[src/rtl/pog_pkg.sv]
package pog_pkg;

   localparam int MAX_ITEMS = 64;
   localparam int IDX_W     = $clog2(MAX_ITEMS);
   // count must also hold the scan index one past the end
   localparam int CNT_W     = $clog2(MAX_ITEMS + 2);
   localparam int ARR_W     = 6;
   localparam int SHEET_W   = 8;
   localparam int COORD_W   = 31;

   localparam logic [COORD_W-1:0] KEY_TOP = 31'h7FFF_FFFF;

   typedef logic [IDX_W-1:0] idx_type;
   typedef logic [CNT_W-1:0] cnt_type;

   // packed so that a plain unsigned compare gives sheet, primary, secondary order
   typedef struct packed {
      logic [SHEET_W-1:0] sheet;
      logic [COORD_W-1:0] primary;
      logic [COORD_W-1:0] secondary;
   } key_type;

   typedef struct packed {
      logic    key_we;
      idx_type key_waddr;
      logic    ord_we;
      idx_type ord_waddr;
      idx_type ord_wdata;
      idx_type ord_raddr_a;
      idx_type ord_raddr_b;
   } ram_ctl_type;

   typedef enum logic [3:0] {
      ST_LOAD,
      ST_INIT,
      ST_CHECK,
      ST_RD_ORD,
      ST_RD_KEY,
      ST_CMP,
      ST_SWAP_LO,
      ST_SWAP_HI,
      ST_EMIT_RD,
      ST_EMIT_LD,
      ST_EMIT_WAIT
   } state_type;

endpackage

[src/rtl/pog_key_cmp.sv]
module pog_key_cmp (
   input  pog_pkg::key_type key_a,
   input  pog_pkg::key_type key_b,
   output logic             precedes
);
   import pog_pkg::*;

   // strict less-than over sheet, primary, secondary; ties do not precede
   assign precedes = (key_a < key_b);

endmodule

[config.mk]
export PLATFORM = sky130hd
export DESIGN_NAME = pog_key_cmp
export DESIGN_NICKNAME = d
export VERILOG_FILES = /design/src/rtl/pog_pkg.sv /design/src/rtl/pog_key_cmp.sv
export SDC_FILE = /design/constraint.sdc
export NUM_CORES = 1
export LEC_CHECK = 0
export BUFFER_PORTS_ARGS = -buffer_cell sky130_fd_sc_hd__buf_2
export CORE_MARGIN = 5
export CORE_UTILIZATION = 45
export DETAILED_ROUTE_END_ITERATION = 8
export PLACE_DENSITY_LB_ADDON = 0.15
export SETUP_SLACK_MARGIN = 0.4
export SYNTH_ARGS = -nofsm -noshare
export SYNTH_HDL_FRONTEND = slang
export SYNTH_SLANG_ARGS = --single-unit
[constraint.sdc]
create_clock -name vclk -period 4.6
set_clock_uncertainty 0.05 [all_clocks]
set_input_delay 0.92 -clock vclk [all_inputs]
set_output_delay 0.92 -clock vclk [all_outputs]
set_load 0.005 [all_outputs]
==> flow_metrics.env <==
export IMPL_outcome="finished clean"
export IMPL_path_class="input port to output pin"
export IMPL_cp_max_fo=2
export IMPL_hpwl_mm=4.54
export IMPL_grt_pass1_wl_mm=7.69
export IMPL_gr_usage_met1=0.196
export IMPL_grt_use_met2=0.346
export IMPL_rsz0062_at_grt="no"
export IMPL_dpl_instance_area_um2=2510
export IMPL_synth_fp_nets=451
export IMPL_rows=22
export IMPL_max_stage_delay_ns=0.31
export IMPL_hold_violations=0
export IMPL_drv_slew=0
export IMPL_yosysWarnings=0
export IMPL_fin_crit_sh=0.779
export IMPL_hold_ws_ns=2.39
export IMPL_final_cells=431
export IMPL_antenna_left=0
export IMPL_synth_most_common_cell="inv_1"
export IMPL_ir_drop_mv=0.0363
export IMPL_crit_arrival_ns=2.61
export IMPL_synthTopCellsByCount="inv_1, ha_1, a21oi_1"
export IMPL_p_leak_nw=1.72
export IMPL_finalSetupViolations=0
export IMPL_finalSetupTns_ns=0
export IMPL_synth_area_um2=1740
export IMPL_cts_setup_buffers=0
export IMPL_nFillCells=351
export IMPL_worstPathCellList="buf_2, ha_1, a21o_1, a21o_1, a221oi_1, o31ai_1, a221o_1, a211oi_2, buf_2"
export IMPL_post_cts_resized=0
export IMPL_io_pins=141
export IMPL_wl_per_cell_um=10.8
export IMPL_drv_cap=0
export IMPL_drc=0
export IMPL_core_um2=3720
export IMPL_yosys_area_top_type="ha_1"
export IMPL_yosys_top_cells_area="ha_1, inv_1, a21oi_1"
export IMPL_grt_usage=0.172
export IMPL_layout_nets=594
export IMPL_grt_max_degree=4
export IMPL_top_usage_layer="met2"
export IMPL_drive_above_1_share=0.381
export IMPL_gp_congestion=0.785
export IMPL_worstMarginPinSlew_ns=0.413
export IMPL_cp_end_kind="output pin"
export IMPL_port_buffers=141
export IMPL_slew_headroom=0.722
export IMPL_hold_path_class="input port to output pin"
export IMPL_die_x_um=72.2
export IMPL_antenna_found_initial=0
export IMPL_p_total_mw=0.192
export IMPL_maxClockFrequency_mhz=279
export IMPL_grt_ovfl_total=0
export IMPL_die_y_um=72.2
export IMPL_dp_cells=431
export IMPL_grt_pass1_vias=2007
export IMPL_use_met3=0.0305
export IMPL_sequential_cell_total=0
export IMPL_postCtsHoldBufs=0
export IMPL_syn_area_per_cell_um2=7.20
export IMPL_area_growth_pct=44.0
export IMPL_viasPerCell=4.74
export IMPL_synth_cells=242
export IMPL_power_density_nw_per_um2=76.5
export IMPL_antennaDiodeCount=0
export IMPL_synth_seq_area_share=0
export IMPL_design_area_um2=2510
export IMPL_critPathLaunchType="input port"
export IMPL_via_count=2044
export IMPL_die_area_um2=5210
export IMPL_initial_core_util=0.469
export IMPL_fin_crit_ns=3.58
export IMPL_synth_top_area_share=0.496
export IMPL_regArea_um2=0
export IMPL_slowest_stage="ha_1"
export IMPL_crit_required_ns=3.63
export IMPL_firstDrtPassIters=4
export IMPL_dr_first_iter_drc_count=25
export IMPL_n_clock_buffer=0
export IMPL_ys_types=27
export IMPL_wl_mm=4.64
==> metrics by stage <==
step / util / setup slack (ns)
2_1_floorplan: - / 1.31
3_3_place_gp: 0.675 / 1.03
3_5_place_dp: 0.675 / 0.999
4_1_cts: 0.675 / 0.999
5_1_grt: 0.675 / 0.830
6_report: 0.675 / 1.02
==> path summary, 6_finish.rpt <==
check / from / endpoint / slack, ns / cells past startpoint
hold / removal: key_a[69] / precedes / 2.39 / 7
setup / recovery: key_a[67] / precedes / 1.02 / 9
==> cell usage in the layout (no fill, tap or decap), types with 2 or more instances in the layout <==
| cell type | n |
|---|---|
| buf_2 | 141 |
| inv_1 | 70 |
| ha_1 | 69 |
| a21oi_1 | 27 |
| nand2_1 | 17 |
| a21o_1 | 13 |
| nand4_1 | 8 |
| o21ai_1 | 6 |
| nor2_1 | 4 |
| o21ai_0 | 4 |
| nand3_1 | 3 |
| o21a_1 | 3 |
| o31ai_1 | 2 |
| and4_1 | 2 |
==> routing by layer <==
| layer | wire length, µm | vias to the layer above |
|---|---|---|
| met4 | 0 | 0 |
| met1 | 1780 | 845 |
| met3 | 519 | 0 |
| met2 | 2350 | 80 |
| met5 | 0 | - |
| li1 | - | 1119 |
==> report_power, final <==
| part | leakage [nW] | switching [mW] | internal (mW) |
|---|---|---|---|
| Combinational | 1.72 | 0.0860 | 0.106 |
| Clock | 0 | 0 | 0 |
| Sequential | 0 | 0 | 0 |
==> cells by family after synthesis <==
kind of cell | share of synthesized area
buffers and inverters | 0.151
adders and majority gates | 0.496
AOI/OAI and AO/OA | 0.224
and+or+nand+nor | 0.129
==> critical path: cells and delay by family <==
kind            cells  cell delay [ns]
buf+inv             2             0.25
compound gates      6             1.13
fa+ha+maj           1             0.31
==> area by class of cell <==
cell class / instances / area [µm²] / share of cell area
Multi-Input combinational cell: 172 / 1480 / 0.590
Timing Repair Buffer: 141 / 706 / 0.281
Inverter: 70 / 263 / 0.105
Tap cell: 48 / 60.1 / 0.0240
No activity file was read; power rests on OpenSTA's default activity.
