===== src/rtl/pog_ram.sv =====
module pog_ram #(
   parameter int WIDTH = 8,
   parameter int DEPTH = 64
) (
   input  logic                     clock,
   input  logic                     we,
   input  logic [$clog2(DEPTH)-1:0] waddr,
   input  logic [WIDTH-1:0]         wdata,
   input  logic [$clog2(DEPTH)-1:0] raddr_a,
   input  logic [$clog2(DEPTH)-1:0] raddr_b,
   output logic [WIDTH-1:0]         rdata_a,
   output logic [WIDTH-1:0]         rdata_b
);

   logic [WIDTH-1:0] mem [DEPTH];

   always_ff @(posedge clock) begin
      if (we) begin
         mem[waddr] <= wdata;
      end
      rdata_a <= mem[raddr_a];
      rdata_b <= mem[raddr_b];
   end

endmodule


===== config.mk =====
export PLATFORM = sky130hd
export DESIGN_NAME = pog_ram
export DESIGN_NICKNAME = d
export VERILOG_FILES = /design/src/rtl/pog_ram.sv
export SDC_FILE = /design/constraint.sdc
export NUM_CORES = 1
export LEC_CHECK = 0
export BUFFER_PORTS_ARGS = -buffer_cell sky130_fd_sc_hd__buf_2
export CAP_MARGIN = 20
export CORE_MARGIN = 2
export CORE_UTILIZATION = 40
export CTS_CLUSTER_SIZE = 8
export DETAILED_ROUTE_END_ITERATION = 7
export GPL_ROUTABILITY_DRIVEN = 0
export PLACE_DENSITY = 0.62
export SYNTH_ARGS = -nofsm -noshare
export SYNTH_HDL_FRONTEND = slang
export SYNTH_SLANG_ARGS = --single-unit

===== constraint.sdc =====
create_clock -name clock -period 4.3 [get_ports clock]
set_clock_uncertainty 0.1 [all_clocks]
set_input_delay 0.645 -clock clock [delete_from_list [all_inputs] [get_ports clock]]
set_output_delay 0.645 -clock clock [all_outputs]
set_load 0.01 [all_outputs]

==> results of run 1 <==
## stage by stage
| step | std cells | setup WS, ps | total power [uW] | hold slack (ps) | area [um^2] |
|---|---|---|---|---|---|
| finish | 2107 | 1590 | 12100 | 274 | 27700 |
| global route | 2107 | 1540 | 12500 | 277 | 27700 |
| CTS | 2102 | 1630 | 12200 | 363 | 27700 |
| detailed placement | 1987 | 976 | 6760 | 754 | 25500 |
| global placement | 1987 | 971 | 6750 | 747 | 25500 |
| floorplan | 1211 | 1740 | 6380 | 644 | 24300 |
## path summary, 6_finish.rpt
kind | endpoint | start | cells after the start | slack [ps]
worst max-delay path | rdata_a[3] | raddr_a[0] | 7 | 1590
worst min-delay path | mem[24][4] | wdata[4] | 1 | 270
worst max register to register | rdata_a[3] | mem[39][3] | 4 | 2070
worst min register to register | rdata_b[0] | mem[26][0] | 5 | 760
## cell type report
class / instances / area share
clock inverters: 5 / 0.00406
clock buffers: 110 / 0.0740
well taps: 782 / 0.0353
diodes: 1 / 0.0000903
repair buffers: 91 / 0.0280
multi-input cells: 587 / 0.292
flip-flops and latches: 528 / 0.566
inverters: 3 / 0.000406
## flip-flops by register name, summed over array words and instances (netlist names)
register and flops:
mem 512, rdata_a 8, rdata_b 8
## Yosys cell counts, drive strengths merged
library cell	instances
a311o	1
nor2	75
clkbuf	34
o211ai	3
a221oi	7
nor2b	8
nand4b	1
a22oi	14
dfxtp	16
o22ai	20
a32oi	1
a21oi	10
o221ai	5
o31a	5
nand2b	6
inv	3
o21ai	24
mux4	270
buf	59
nand3	20
edfxtp	512
and2	3
nand3b	2
mux2	2
nand2	28
o2111ai	1
a211oi	2
nor3	2
a2111oi	2
mux2i	66
a221o	5
nand4	3
or3	1
## cells in the final DEF, fill, tap and decap left out, types with 6 or more instances in the layout
| cell type | instances |
|---|---|
| buf_4 | 36 |
| mux4_2 | 270 |
| o21ai_0 | 17 |
| o22ai_1 | 20 |
| nand2_1 | 28 |
| nor2_1 | 75 |
| clkbuf_16 | 77 |
| nand2b_1 | 6 |
| nand3_1 | 20 |
| nor2b_1 | 8 |
| a221oi_1 | 7 |
| mux2i_1 | 66 |
| a21oi_1 | 10 |
| buf_2 | 37 |
| buf_12 | 13 |
| dfxtp_1 | 16 |
| clkbuf_1 | 33 |
| a22oi_1 | 14 |
| o21ai_1 | 7 |
| edfxtp_1 | 512 |
## layer usage
layer  track usage  wire (um)
met1         0.306      27100
met2         0.335      31700
met3        0.0576       6300
met4        0.0689       2020
met5             0         10
## power by group through the flow
stage	Sequential (uW)	Clock [uW]	Combinational (uW)
6_report	5740	5470	925
5_1_grt	5740	5770	975
4_1_cts	5740	5560	921
3_5_place_dp	5840	0	918
3_3_place_gp	5840	0	913
2_1_floorplan	5830	0	554
## cells by family (layout without fill, tap and decap cells)
| family | count (synthesis) | after routing | synth area share |
|---|---|---|---|
| and+or+nand+nor | 149 | 149 | 0.0269 |
| buffers and inverters | 96 | 209 | 0.0198 |
| other | 0 | 1 | 0 |
| DFF | 528 | 528 | 0.647 |
| AOI/OAI and AO/OA | 100 | 100 | 0.0281 |
| muxes | 338 | 338 | 0.279 |
## worst register-to-register path: stages (launching register included)
cell,delay [ps]
edfxtp_1,380
mux4_2,540
mux4_2,570
o21ai_1,390
o22ai_1,140
==> qor.txt, run 1 <==
Antenna viol nets, final -> 0
Max-slew violation count -> 0
Register area share after synthesis -> 0.647
Fmax -> 369 MHz
Vias in the first global route -> 13563
Setup TNS Final -> 0 ps
RSZ-0062 raised after global routing -> false
Worst EP arrival -> 3090 ps
Clk root buf -> clkbuf_16
Area Growth Syn to Fin -> 14.2%
Share of layout cells above drive strength 1 -> 0.337
CTS Buf Count -> 75
Sw power -> 2760 uW
Hold Violations, Final -> 0
Postcts setup bufs -> 0
Number of synthesized register bits -> 528
Initial antenna violation count -> 2
Ys Warns -> 0
CTS resizes -> 0
Comb power frac -> 0.076
Status -> finished clean
Net count, final -> 1314
Largest net degree at the start of global routing -> 65
Switch share -> 0.228
Final setup fails -> 0
CP Max Fanout -> 56
Syn nets -> 1239
Congestion Overflow GR -> 0
Worst-Skew Late Latency -> 620 ps
CTS tree -> done
Gr usage total -> 0.218
Final worst-path cycle share -> 0.630
PD cells -> 438 nW/um^2
Die height -> 250 um
Max stage delay cell, worst path -> clkbuf_8
Cts hold-fix bufs -> 0
Worst Setup End Kind -> flip-flop
CTS max path bufs -> 3
DIE AREA -> 62700 um^2
Tmin final -> 2710 ps
Max-slew headroom -> 0.249
Core area -> 60100 um^2
WL/cell -> 31.9 um
Vias/cell -> 6.30
HP Class -> primary input to flip-flop
Ports -> 44
Cell Int Power -> 9370 uW
Drt drc -> 0
Fillers -> 5053
Mapped Cells -> 1211
Crit Path Category -> primary input to flip-flop
Synth top area share -> 0.633
Buffer and inverter count on the worst path -> 2
Multi-input logic area -> 8100 um^2
Power share of the clock group -> 0.451
Initial DRC Count -> 1557
Synth area leader -> edfxtp_1
Reg clk slew, reported paths -> 50 ps
H-tree depth -> 3
PortBufs -> 43
Row count -> 90
Post-DP HPWL -> 43300 um
Yosys cell types -> 38
Area contributors post-synth -> edfxtp_1 63%, mux4_2 25%, mux2i_1 2.7%
Setup crit start kind -> primary input
Drt total wl -> 67100 um
Post-Syn Area -> 24300 um^2
Initial Utilization -> 0.404
CTS sink cnt -> 528
Peak supply drop -> 263 uV
Total vias in the final route -> 13284
Die width -> 250 um
First-pass GRT wire length -> 97200 um
Syn Area/Cell -> 20.0 um^2
Delay-heaviest family, CP -> buffers and inverters
Register Area -> 15700 um^2
Post-route core utilization -> 0.461
Max Cap Violations -> 0
Static Leak -> 0.00876 uW
Crit path largest cell delay -> 580 ps
CP cell instances -> clkbuf_8 > buf_4 > mux4_2 > mux2i_1 > a22oi_1 > o21ai_1 > o22ai_1
Sequential power share -> 0.473
Critical Path RT -> 4680 ps
Transition time at the pin with the least slew margin -> 1120 ps
DRT Pass-1 Iters -> 7
(Power assumes the default switching activity.)
==> run 2: changes to the inputs <==
- PLACE_DENSITY: 0.62 -> 0.64
- clock period: 4.3 -> 2.4 ns (I/O delays scaled with it)
==> qor.txt, run 2 (same netlist as run 1, synthesis figures left out) <==
Multi-input logic area -> 8100 um^2 (unchanged)
HP Class -> primary input to flip-flop
Gr usage total -> 0.222 (+0.00413)
Largest net degree at the start of global routing -> 41 (-37%)
Most frequent cells in the layout -> 512 x edfxtp_1, 270 x mux4_2, 172 x buf_4, 78 x clkbuf_16, 75 x nor2_1
Core area -> 60100 um^2 (unchanged)
Worst-Skew Late Latency -> 620 ps (about the same)
Grt met3 use -> 0.0587 (+0.00114)
Cts hold-fix bufs -> 0 (unchanged)
Post-DP HPWL -> 47600 um (+9.9%)
Total vias in the final route -> 13962 (+5.1%)
Congestion Overflow GR -> 0 (unchanged)
Vias in the first global route -> 14180 (+4.5%)
Setup crit start kind -> flip-flop
Comb power frac -> 0.086 (+0.010)
H-tree depth -> 3 (unchanged)
Final setup fails -> 0 (unchanged)
CP cell instances -> mux4_2 > a221oi_1 > buf_4 > o21ai_0 > buf_4 > nand3_1 > nand2_1
Status -> finished clean
Post-route core utilization -> 0.483 (+0.0221)
Die height -> 250 um (unchanged)
Critical Path RT -> 2790 ps (-1890 ps)
GR Layer Usage met1 -> 0.308 (+0.00216)
Antenna viol nets, final -> 0 (unchanged)
Share of layout cells above drive strength 1 -> 0.403 (+0.0662)
Reg clk slew, reported paths -> 50 ps (about the same)
DIE AREA -> 62700 um^2 (unchanged)
Crit Path Category -> flip-flop to flip-flop
Initial DRC Count -> 1839 (+18%)
Ports -> 44 (unchanged)
Postcts setup bufs -> 0 (unchanged)
Max Cap Violations -> 0 (unchanged)
Static Leak -> 0.00959 uW (+9.4%)
WL/cell -> 30.2 um (-5.2%)
Peak supply drop -> 466 uV (+77%)
Sequential power share -> 0.469 (-0.004)
Tmin final -> 2200 ps
CTS resizes -> 0 (unchanged)
Transition time at the pin with the least slew margin -> 916 ps (-207 ps)
Initial antenna violation count -> 2 (unchanged)
Worst EP arrival -> 2590 ps (-500 ps)
Die width -> 250 um (unchanged)
Net count, final -> 1465 (+11%)
CTS max path bufs -> 3 (unchanged)
Biggest regs -> mem (512), rdata_a (8), rdata_b (8)
DRT Pass-1 Iters -> 5 (-2)
Cell Int Power -> 17000 uW (+82%)
CP Max Fanout -> 2 (-96%)
Fmax -> 454 MHz
Final worst-path cycle share -> 0.917
Worst hold stages -> 3 (+2)
Register Area -> 15700 um^2 (unchanged)
Clk root buf -> clkbuf_16
Reg with most FFs -> mem
Power share of the clock group -> 0.445 (-0.006)
Final setup margin -> 198 ps (-1390 ps)
Max-slew headroom -> 0.387 (+0.138)
First-pass GRT wire length -> 99300 um (+2.2%)
Worst-case reg-to-reg path depth -> 7 (+3)
GR peak layer -> met2
Area Growth Syn to Fin -> 19.7%
Most common cell after layout, fill and taps aside -> edfxtp_1
Vias/cell -> 6.16 (-2.3%)
Drt total wl -> 68500 um (+2.0%)
RSZ-0062 raised after global routing -> false
FF-to-FF setup slack -> 200 ps (-1870 ps)
Initial Utilization -> 0.404 (unchanged)
Max stage delay cell, worst path -> mux4_2
CTS Buf Count -> 75 (unchanged)
Max-slew violation count -> 0 (unchanged)
PD cells -> 754 nW/um^2 (+72%)
Met2 usage -> 0.342 (+0.00714)
Switch share -> 0.224 (-0.00401)
Row count -> 90 (unchanged)
Dpl ws -> -262 ps (-1240 ps)
Crit path largest cell delay -> 530 ps (-50 ps)
Drt drc -> 0 (unchanged)
Worst Setup End Kind -> flip-flop
Sw power -> 4900 uW (+77%)
Hold Violations, Final -> 0 (unchanged)
PortBufs -> 43 (unchanged)
Fillers -> 4993 (-1.2%)
CTS tree -> done
Most Frequent Cell on Critical Path -> buf_4
Number of flip-flops under the largest register name -> 512 (unchanged)
CTS sink cnt -> 528 (unchanged)
[run 2: critical path: cells and delay by family (launching register included)]
family / cells / cell delay, ps
and+or+nand+nor: 2 / 240
DFF: 1 / 370
buffers and inverters: 2 / 350
AOI/OAI and AO/OA: 2 / 500
muxes: 1 / 530
[run 2: layer usage]
metal  part of all wire  up-vias
li1                   -     5701
met1               0.39     7373
met2               0.47      764
met3               0.11      124
met4              0.031        0
met5                  0        -
[run 2: path summary, 6_finish.rpt]
kind,to,start
hold / removal,rdata_a[4],raddr_a[5]
setup / recovery,rdata_b[0],mem[55][0]
setup reg to reg,rdata_b[0],mem[55][0]
hold reg to reg,rdata_b[3],mem[26][3]
[run 2: through the flow]
step / setup TNS, ps / hold WS, ps / instances / area [um^2] / power [uW]
global route: 0 / 85.7 / 2265 / 29100 / 22500
detailed placement: -1420 / 666 / 2142 / 26900 / 12300
finish: 0 / 88.0 / 2266 / 29100 / 21900
floorplan: 0 / 359 / 1211 / 24300 / 11400
global placement: -1240 / 666 / 2142 / 26900 / 12300
CTS: 0 / 43.5 / 2263 / 29000 / 22100
[run 2: final cells by class]
cell class / instances / share of cell area
Antenna cell: 3 / 0.000258
Tap cell: 782 / 0.0337
Clock inverter: 4 / 0.00198
Inverter: 3 / 0.000388
Sequential cell: 528 / 0.540
Clock buffer: 117 / 0.0722
Timing Repair Buffer: 242 / 0.0725
Multi-Input combinational cell: 587 / 0.279
[run 2: power groups by stage]
stage / clock network [uW] / registers, uW / logic (uW)
after global routing: 10300 / 10300 / 1970
after global placement: 0 / 10500 / 1850
final: 9750 / 10300 / 1870
after floorplan: 0 / 10400 / 993
after CTS: 9910 / 10300 / 1870
after detailed placement: 0 / 10500 / 1870
