File: config.mk
export PLATFORM = sky130hd
export DESIGN_NAME = pog_seq_flat
export DESIGN_NICKNAME = d
export VERILOG_FILES = /design/src/rtl/pog_pkg.sv /design/src/rtl/pog_if.sv /design/src/rtl/pog_seq.sv /design/src/flat_wrapper.sv
export SDC_FILE = /design/constraint.sdc
export NUM_CORES = 1
export LEC_CHECK = 0
export CORE_ASPECT_RATIO = 0.9
export CORE_UTILIZATION = 65
export DETAILED_ROUTE_END_ITERATION = 10
export DONT_BUFFER_PORTS = 1
export GPL_ROUTABILITY_DRIVEN = 0
export GPL_TIMING_DRIVEN = 0
export PLACE_DENSITY = 0.81
export SLEW_MARGIN = 10
export SYNTH_ARGS = -nofsm -noshare
export SYNTH_HDL_FRONTEND = slang
export SYNTH_SLANG_ARGS = --single-unit
export TNS_END_PERCENT = 1
File: constraint.sdc
create_clock -name clock -period 4.2 [get_ports clock]
set_input_delay 0.21 -clock clock [delete_from_list [all_inputs] [get_ports clock]]
set_output_delay 0.21 -clock clock [all_outputs]
set_load 0.005 [all_outputs]
File: src/rtl/pog_pkg.sv
package pog_pkg;

   localparam int MAX_ITEMS = 64;
   localparam int IDX_W     = $clog2(MAX_ITEMS);
   // count must also hold the scan index one past the end
   localparam int CNT_W     = $clog2(MAX_ITEMS + 2);
   localparam int ARR_W     = 6;
   localparam int SHEET_W   = 8;
   localparam int COORD_W   = 31;

   localparam logic [COORD_W-1:0] KEY_TOP = 31'h7FFF_FFFF;

   typedef logic [IDX_W-1:0] idx_type;
   typedef logic [CNT_W-1:0] cnt_type;

   // packed so that a plain unsigned compare gives sheet, primary, secondary order
   typedef struct packed {
      logic [SHEET_W-1:0] sheet;
      logic [COORD_W-1:0] primary;
      logic [COORD_W-1:0] secondary;
   } key_type;

   typedef struct packed {
      logic    key_we;
      idx_type key_waddr;
      logic    ord_we;
      idx_type ord_waddr;
      idx_type ord_wdata;
      idx_type ord_raddr_a;
      idx_type ord_raddr_b;
   } ram_ctl_type;

   typedef enum logic [3:0] {
      ST_LOAD,
      ST_INIT,
      ST_CHECK,
      ST_RD_ORD,
      ST_RD_KEY,
      ST_CMP,
      ST_SWAP_LO,
      ST_SWAP_HI,
      ST_EMIT_RD,
      ST_EMIT_LD,
      ST_EMIT_WAIT
   } state_type;

endpackage

File: src/rtl/pog_if.sv
interface pog_req_if;
   import pog_pkg::*;

   logic               valid;
   logic               ready;
   logic [SHEET_W-1:0] sheet_number;
   logic [COORD_W-1:0] x_position;
   logic [COORD_W-1:0] y_position;
   logic               last_item;

   modport source (output valid, sheet_number, x_position, y_position, last_item,
                   input ready);
   modport sink   (input valid, sheet_number, x_position, y_position, last_item,
                   output ready);
endinterface

interface pog_rsp_if;
   import pog_pkg::*;

   logic             valid;
   logic             ready;
   logic [ARR_W-1:0] arrival_position;
   logic             overflow;
   logic             last_result;

   modport source (output valid, arrival_position, overflow, last_result,
                   input ready);
   modport sink   (input valid, arrival_position, overflow, last_result,
                   output ready);
endinterface

File: src/rtl/pog_seq.sv
module pog_seq (
   input  logic                 clock,
   input  logic                 reset,
   pog_req_if.sink              req,
   pog_rsp_if.source            rsp,
   input  pog_pkg::idx_type     ord_rdata_a,
   input  pog_pkg::idx_type     ord_rdata_b,
   input  logic                 precedes,
   output pog_pkg::ram_ctl_type ram_ctl
);
   import pog_pkg::*;

   state_type state_ff, state_in;
   cnt_type   cnt_ff, cnt_in;
   logic      ovf_ff, ovf_in;
   cnt_type   i_ff, i_in;
   cnt_type   j_ff, j_in;
   cnt_type   k_ff, k_in;
   idx_type   a_ff, a_in;
   idx_type   b_ff, b_in;
   logic      rsp_valid_ff, rsp_valid_in;
   logic [ARR_W-1:0] arr_ff, arr_in;
   logic      last_ff, last_in;

   logic    req_fire;
   logic    has_room;
   cnt_type k_inc;
   cnt_type i_dec;
   cnt_type j_inc;

   assign req_fire = req.valid && req.ready;
   assign has_room = (cnt_ff < CNT_W'(MAX_ITEMS));
   assign k_inc    = k_ff + 1'b1;
   assign i_dec    = i_ff - 1'b1;
   assign j_inc    = j_ff + 1'b1;

   assign req.ready            = (state_ff == ST_LOAD);
   assign rsp.valid            = rsp_valid_ff;
   assign rsp.arrival_position = arr_ff;
   assign rsp.overflow         = ovf_ff;
   assign rsp.last_result      = last_ff;

   always_comb begin
      state_in = state_ff;
      unique case (state_ff)
         ST_LOAD: begin
            if (req_fire && req.last_item) begin
               state_in = ST_INIT;
            end
         end
         ST_INIT: begin
            if (k_inc == cnt_ff) begin
               state_in = ST_CHECK;
            end
         end
         ST_CHECK: begin
            state_in = (i_ff < cnt_ff) ? ST_RD_ORD : ST_EMIT_RD;
         end
         ST_RD_ORD:  state_in = ST_RD_KEY;
         ST_RD_KEY:  state_in = ST_CMP;
         ST_CMP:     state_in = precedes ? ST_CHECK : ST_SWAP_LO;
         ST_SWAP_LO: state_in = ST_SWAP_HI;
         ST_SWAP_HI: state_in = ST_CHECK;
         ST_EMIT_RD: state_in = ST_EMIT_LD;
         ST_EMIT_LD: state_in = ST_EMIT_WAIT;
         ST_EMIT_WAIT: begin
            if (rsp.ready) begin
               state_in = last_ff ? ST_LOAD : ST_EMIT_RD;
            end
         end
         default: state_in = ST_LOAD;
      endcase
   end

   always_comb begin
      cnt_in       = cnt_ff;
      ovf_in       = ovf_ff;
      i_in         = i_ff;
      j_in         = j_ff;
      k_in         = k_ff;
      a_in         = a_ff;
      b_in         = b_ff;
      rsp_valid_in = rsp_valid_ff;
      arr_in       = arr_ff;
      last_in      = last_ff;

      ram_ctl             = '0;
      ram_ctl.key_waddr   = cnt_ff[IDX_W-1:0];
      ram_ctl.ord_raddr_a = i_dec[IDX_W-1:0];
      ram_ctl.ord_raddr_b = i_ff[IDX_W-1:0];

      unique case (state_ff)
         ST_LOAD: begin
            k_in = '0;
            if (req_fire) begin
               if (has_room) begin
                  ram_ctl.key_we = 1'b1;
                  cnt_in         = cnt_ff + 1'b1;
               end else begin
                  ovf_in = 1'b1;
               end
            end
         end
         ST_INIT: begin
            ram_ctl.ord_we    = 1'b1;
            ram_ctl.ord_waddr = k_ff[IDX_W-1:0];
            ram_ctl.ord_wdata = k_ff[IDX_W-1:0];
            k_in              = k_inc;
            i_in              = CNT_W'(1);
            j_in              = CNT_W'(2);
         end
         ST_CHECK: begin
            k_in = '0;
         end
         ST_RD_ORD: begin
         end
         ST_RD_KEY: begin
            a_in = ord_rdata_a;
            b_in = ord_rdata_b;
         end
         ST_CMP: begin
            if (precedes) begin
               i_in = j_ff;
               j_in = j_inc;
            end
         end
         ST_SWAP_LO: begin
            ram_ctl.ord_we    = 1'b1;
            ram_ctl.ord_waddr = i_dec[IDX_W-1:0];
            ram_ctl.ord_wdata = b_ff;
         end
         ST_SWAP_HI: begin
            ram_ctl.ord_we    = 1'b1;
            ram_ctl.ord_waddr = i_ff[IDX_W-1:0];
            ram_ctl.ord_wdata = a_ff;
            // step back; at the front, jump ahead to the saved position
            if (i_dec == '0) begin
               i_in = j_ff;
               j_in = j_inc;
            end else begin
               i_in = i_dec;
            end
         end
         ST_EMIT_RD: begin
            ram_ctl.ord_raddr_a = k_ff[IDX_W-1:0];
         end
         ST_EMIT_LD: begin
            ram_ctl.ord_raddr_a = k_ff[IDX_W-1:0];
            arr_in       = ARR_W'(ord_rdata_a);
            last_in      = (k_inc == cnt_ff);
            rsp_valid_in = 1'b1;
         end
         ST_EMIT_WAIT: begin
            if (rsp.ready) begin
               rsp_valid_in = 1'b0;
               k_in         = k_inc;
               if (last_ff) begin
                  cnt_in = '0;
                  ovf_in = 1'b0;
               end
            end
         end
         default: begin
         end
      endcase
   end

   always_ff @(posedge clock) begin
      if (reset) begin
         state_ff     <= ST_LOAD;
         cnt_ff       <= '0;
         ovf_ff       <= 1'b0;
         rsp_valid_ff <= 1'b0;
         i_ff         <= '0;
         j_ff         <= '0;
         k_ff         <= '0;
      end else begin
         state_ff     <= state_in;
         cnt_ff       <= cnt_in;
         ovf_ff       <= ovf_in;
         rsp_valid_ff <= rsp_valid_in;
         i_ff         <= i_in;
         j_ff         <= j_in;
         k_ff         <= k_in;
      end
   end

   always_ff @(posedge clock) begin
      a_ff    <= a_in;
      b_ff    <= b_in;
      arr_ff  <= arr_in;
      last_ff <= last_in;
   end

   a_count_bound: assert property (@(posedge clock) disable iff (reset)
      cnt_ff <= CNT_W'(MAX_ITEMS))
      else $error("item count beyond capacity");

   a_valid_in_wait: assert property (@(posedge clock) disable iff (reset)
      rsp_valid_ff |-> (state_ff == ST_EMIT_WAIT))
      else $error("result shown outside the emit wait state");

   a_sort_index: assert property (@(posedge clock) disable iff (reset)
      (state_ff == ST_CHECK) |-> ((i_ff != '0) && (i_ff < j_ff)))
      else $error("sort index out of order");

   a_swap_pair: assert property (@(posedge clock) disable iff (reset)
      (state_ff == ST_SWAP_LO) |=> (state_ff == ST_SWAP_HI) && $stable(i_ff))
      else $error("swap not completed on the same pair");

endmodule
File: src/flat_wrapper.sv
// flat-port wrapper written by rule: the top's interface ports become plain ports
module pog_seq_flat import pog_pkg::*;
  (clock, reset, ord_rdata_a, ord_rdata_b, precedes, ram_ctl, req_valid, req_sheet_number, req_x_position, req_y_position, req_last_item, req_ready, rsp_valid, rsp_arrival_position, rsp_overflow, rsp_last_result, rsp_ready);
  pog_req_if req_i ();
  pog_rsp_if rsp_i ();
  input  logic clock;
  input  logic reset;
  input  pog_pkg::idx_type ord_rdata_a;
  input  pog_pkg::idx_type ord_rdata_b;
  input  logic precedes;
  output pog_pkg::ram_ctl_type ram_ctl;
  input wire logic [$bits(req_i.valid)-1:0] req_valid;
  input wire logic [$bits(req_i.sheet_number)-1:0] req_sheet_number;
  input wire logic [$bits(req_i.x_position)-1:0] req_x_position;
  input wire logic [$bits(req_i.y_position)-1:0] req_y_position;
  input wire logic [$bits(req_i.last_item)-1:0] req_last_item;
  output wire logic [$bits(req_i.ready)-1:0] req_ready;
  output wire logic [$bits(rsp_i.valid)-1:0] rsp_valid;
  output wire logic [$bits(rsp_i.arrival_position)-1:0] rsp_arrival_position;
  output wire logic [$bits(rsp_i.overflow)-1:0] rsp_overflow;
  output wire logic [$bits(rsp_i.last_result)-1:0] rsp_last_result;
  input wire logic [$bits(rsp_i.ready)-1:0] rsp_ready;
  assign req_i.valid = req_valid;
  assign req_i.sheet_number = req_sheet_number;
  assign req_i.x_position = req_x_position;
  assign req_i.y_position = req_y_position;
  assign req_i.last_item = req_last_item;
  assign req_ready = req_i.ready;
  assign rsp_valid = rsp_i.valid;
  assign rsp_arrival_position = rsp_i.arrival_position;
  assign rsp_overflow = rsp_i.overflow;
  assign rsp_last_result = rsp_i.last_result;
  assign rsp_i.ready = rsp_ready;
  pog_seq u_core (.clock(clock), .reset(reset), .req(req_i), .rsp(rsp_i), .ord_rdata_a(ord_rdata_a), .ord_rdata_b(ord_rdata_b), .precedes(precedes), .ram_ctl(ram_ctl));
endmodule
==> results.json <==
{
  "grt_pass1_wl_um": 13900,
  "ys_seq_elements": 53,
  "hold_viol": 0,
  "r2r-start": "u_core.i_ff[0]",
  "yosys.area_share.adder": 0.0417,
  "cts_resized": 0,
  "cellPowerDensity_nw_per_um2": 599,
  "dieArea_um2": 5370,
  "yosysWarnings": 0,
  "fin_crit_ns": 2.81,
  "synth-xor-area-share": 0.0584,
  "crit_required_ns": 3.99,
  "hold_start": "req_valid",
  "slew_violations": 0,
  "worstSetupStartpoint": "u_core.state_ff[2]",
  "cts.htree.levels": 2,
  "avgRoutedWirePerCell_um": 18.4,
  "cts_tree": "done",
  "die_x_um": 77.1,
  "worst_ep_arrival_time_ns": 2.60,
  "setup.worst_path.start_class": "flip-flop",
  "cts.sinks": 53,
  "multi_input_area_um2": 1780,
  "end_kind": "output pin",
  "grt_remaining_overflow": 0,
  "synth_compound_area_frac": 0.232,
  "clockBufferDepth": 2,
  "numPortBuffers": 0,
  "drv_cap": 0,
  "antenna_left": 0,
  "rows": 24,
  "seqCellArea_um2": 1250,
  "pin_count": 130,
  "fin_crit_sh": 0.670,
  "yosys.cell_types.count": 58,
  "clk_latency_ns": 0.33,
  "totalWireLength_um": 8620,
  "diodes": 0,
  "synth_area_per_cell_um2": 8.62,
  "ctsHoldBuffers": 12,
  "hold_ws_ns": 0.0437,
  "synth-main-ff-cell": "dfxtp_1",
  "min_path_type": "in2reg",
  "synth_edf_count": 19,
  "synth_top_family_by_area": "compound AO/OA/AOI/OAI gates",
  "syn_nets": 482,
  "dp_hpwl_um": 5940,
  "worst_pin_slew_ns": 1.13,
  "fmaxAchievable_mhz": 355,
  "core_um2": 4860,
  "post_cts_buffers": 0,
  "ir_drop_mv": 0.371,
  "start_util": 0.678,
  "cts_made_buffers": 5,
  "die_h_um": 69.6,
  "drcViolationCount": 0,
  "layout.nets": 502,
  "critical_path_class": "reg2out",
  "synthesis.area_um2": 3300,
  "rsz0062_at_grt": "false",
  "antenna_found_initial": 0,
  "track_usage": 0.333,
  "synth.area.mux_share": 0,
  "grt_max_degree": 19,
  "synthToLayoutAreaGrowth_pct": 10.1,
  "status": "finished, final reports clean",
  "vias": 2955,
  "clkTransAtPathRegs_ns": 0.11,
  "drt_iter0_markers": 235,
  "grt_pass1_vias": 2824,
  "synth.yosys.seq_area_share": 0.379,
  "yosys.area_share.simple": 0.206,
  "viasPerCell": 6.30,
  "detail_route.first_pass.iterations": 5,
  "drive_gt1_frac": 0.109,
  "setup_viol": 0,
  "synthCells": 383,
  "p_leak_uw": 0.00137,
  "slew_headroom": 0.241,
  "fin_skew_ns": 0.00678,
  "cts_root_buf": "clkbuf_8",
  "setup_tns_ns": 0,
  "fill_cells": 378,
  "crit_fanout": 10,
  "synthArstFlopShare": 0
}
## worst paths after layout
path,end,slack (ns),depth (start not counted)
worst max-delay path,ram_ctl[21],1.39,6
worst min-delay path,u_core.rsp.overflow,0.04,2
worst max register to register,u_core.i_ff[1],1.69,8
worst min register to register,u_core.j_ff[6],0.49,2
## layout make-up
class,count,area share
plain buffers,37,0.0561
clock buffers,5,0.0189
inverters,18,0.0186
well taps,65,0.0224
repair buffers,13,0.0351
flip-flops and latches,53,0.344
multi-input cells,275,0.491
clock inverters,3,0.0138
## registers in the layout, summed over array words and instances (netlist names)
signal,count
u_core.state_ff,4
u_core.rsp.overflow,1
u_core.k_ff,7
u_core.cnt_ff,7
u_core.rsp.arrival_position,6
u_core.b_ff,6
u_core.rsp.last_result,1
u_core.a_ff,6
u_core.i_ff,7
u_core.rsp.valid,1
u_core.j_ff,7
## cells by family (layout without fill, tap and decap cells)
logic type	Yosys count	in the layout
AO/OA/AOI/OAI	109	109
flip-flops	53	53
AND/OR/NAND/NOR	133	133
buffers and inverters	55	76
XOR/XNOR	22	22
adder cells (fa/ha/maj)	11	11
## metrics by stage
| step | instance area [um2] | utilization | setup slack [ns] | std cells | power, uW |
|---|---|---|---|---|---|
| CTS | 3630 | 0.747 | 1.48 | 469 | 2140 |
| global placement | 3380 | 0.695 | 1.26 | 448 | 1740 |
| global route | 3630 | 0.747 | 1.26 | 469 | 2310 |
| detailed placement | 3400 | 0.698 | 1.73 | 449 | 1760 |
| floorplan | 3300 | - | 1.78 | 383 | 1520 |
| finish | 3630 | 0.747 | 1.39 | 469 | 2180 |
## metal layers
layer | routed length, um | up-vias | global-route usage
li1 | - | 1415 | -
met1 | 3620 | 1358 | 0.433
met2 | 3870 | 155 | 0.530
met3 | 859 | 27 | 0.0816
met4 | 273 | 0 | 0.136
met5 | 0 | - | 0
## synthesized netlist by cell type (7+ instances only)
master,count,area (um2)
inv_1,18,67.6
nor2_1,39,146
edfxtp_1,19,571
nand2_1,27,101
a21oi_1,29,145
buf_2,7,35.0
a22oi_1,7,52.6
or3_1,11,68.8
dfxtp_1,34,681
xnor2_1,16,140
clkbuf_1,12,45.0
nor3_1,8,40.0
nand3_1,7,35.0
buf_4,13,97.6
o21ai_0,18,90.1
o21ai_1,7,35.0
ha_1,11,138
## power by group
part,total [uW],switching [uW],internal [uW]
sequential,692,84.7,607
clock,372,189,183
combinational,1110,710,403
total,2180,984,1190
## cell usage in the layout (no fill, tap or decap), drive strengths merged, types with 4 or more instances in the layout
cell type and instances:
nor3 8, buf 26, a22oi 7, o31ai 6
a21o 6, or3 11, clkbuf 17, nor2 39
inv 19, edfxtp 19, dfxtp 34, or2 4
nand2 27, nand4 6, nor2b 7, xor2 6
a21oi 29, xnor2 16, o21ai 25, dlygate4sd3 12
a211oi 6, and3 5, nand3 7, ha 11
a31oi 5
## worst max-delay path, stage by stage, from the launching register on
cell and delay (ns):
dfxtp_1 0.32, buf_2 0.21, buf_1 0.38, nand2_1 0.24, nor3_1 0.78, a222oi_1 0.21, inv_1 0.16
Power figures use the tool's default switching activity.
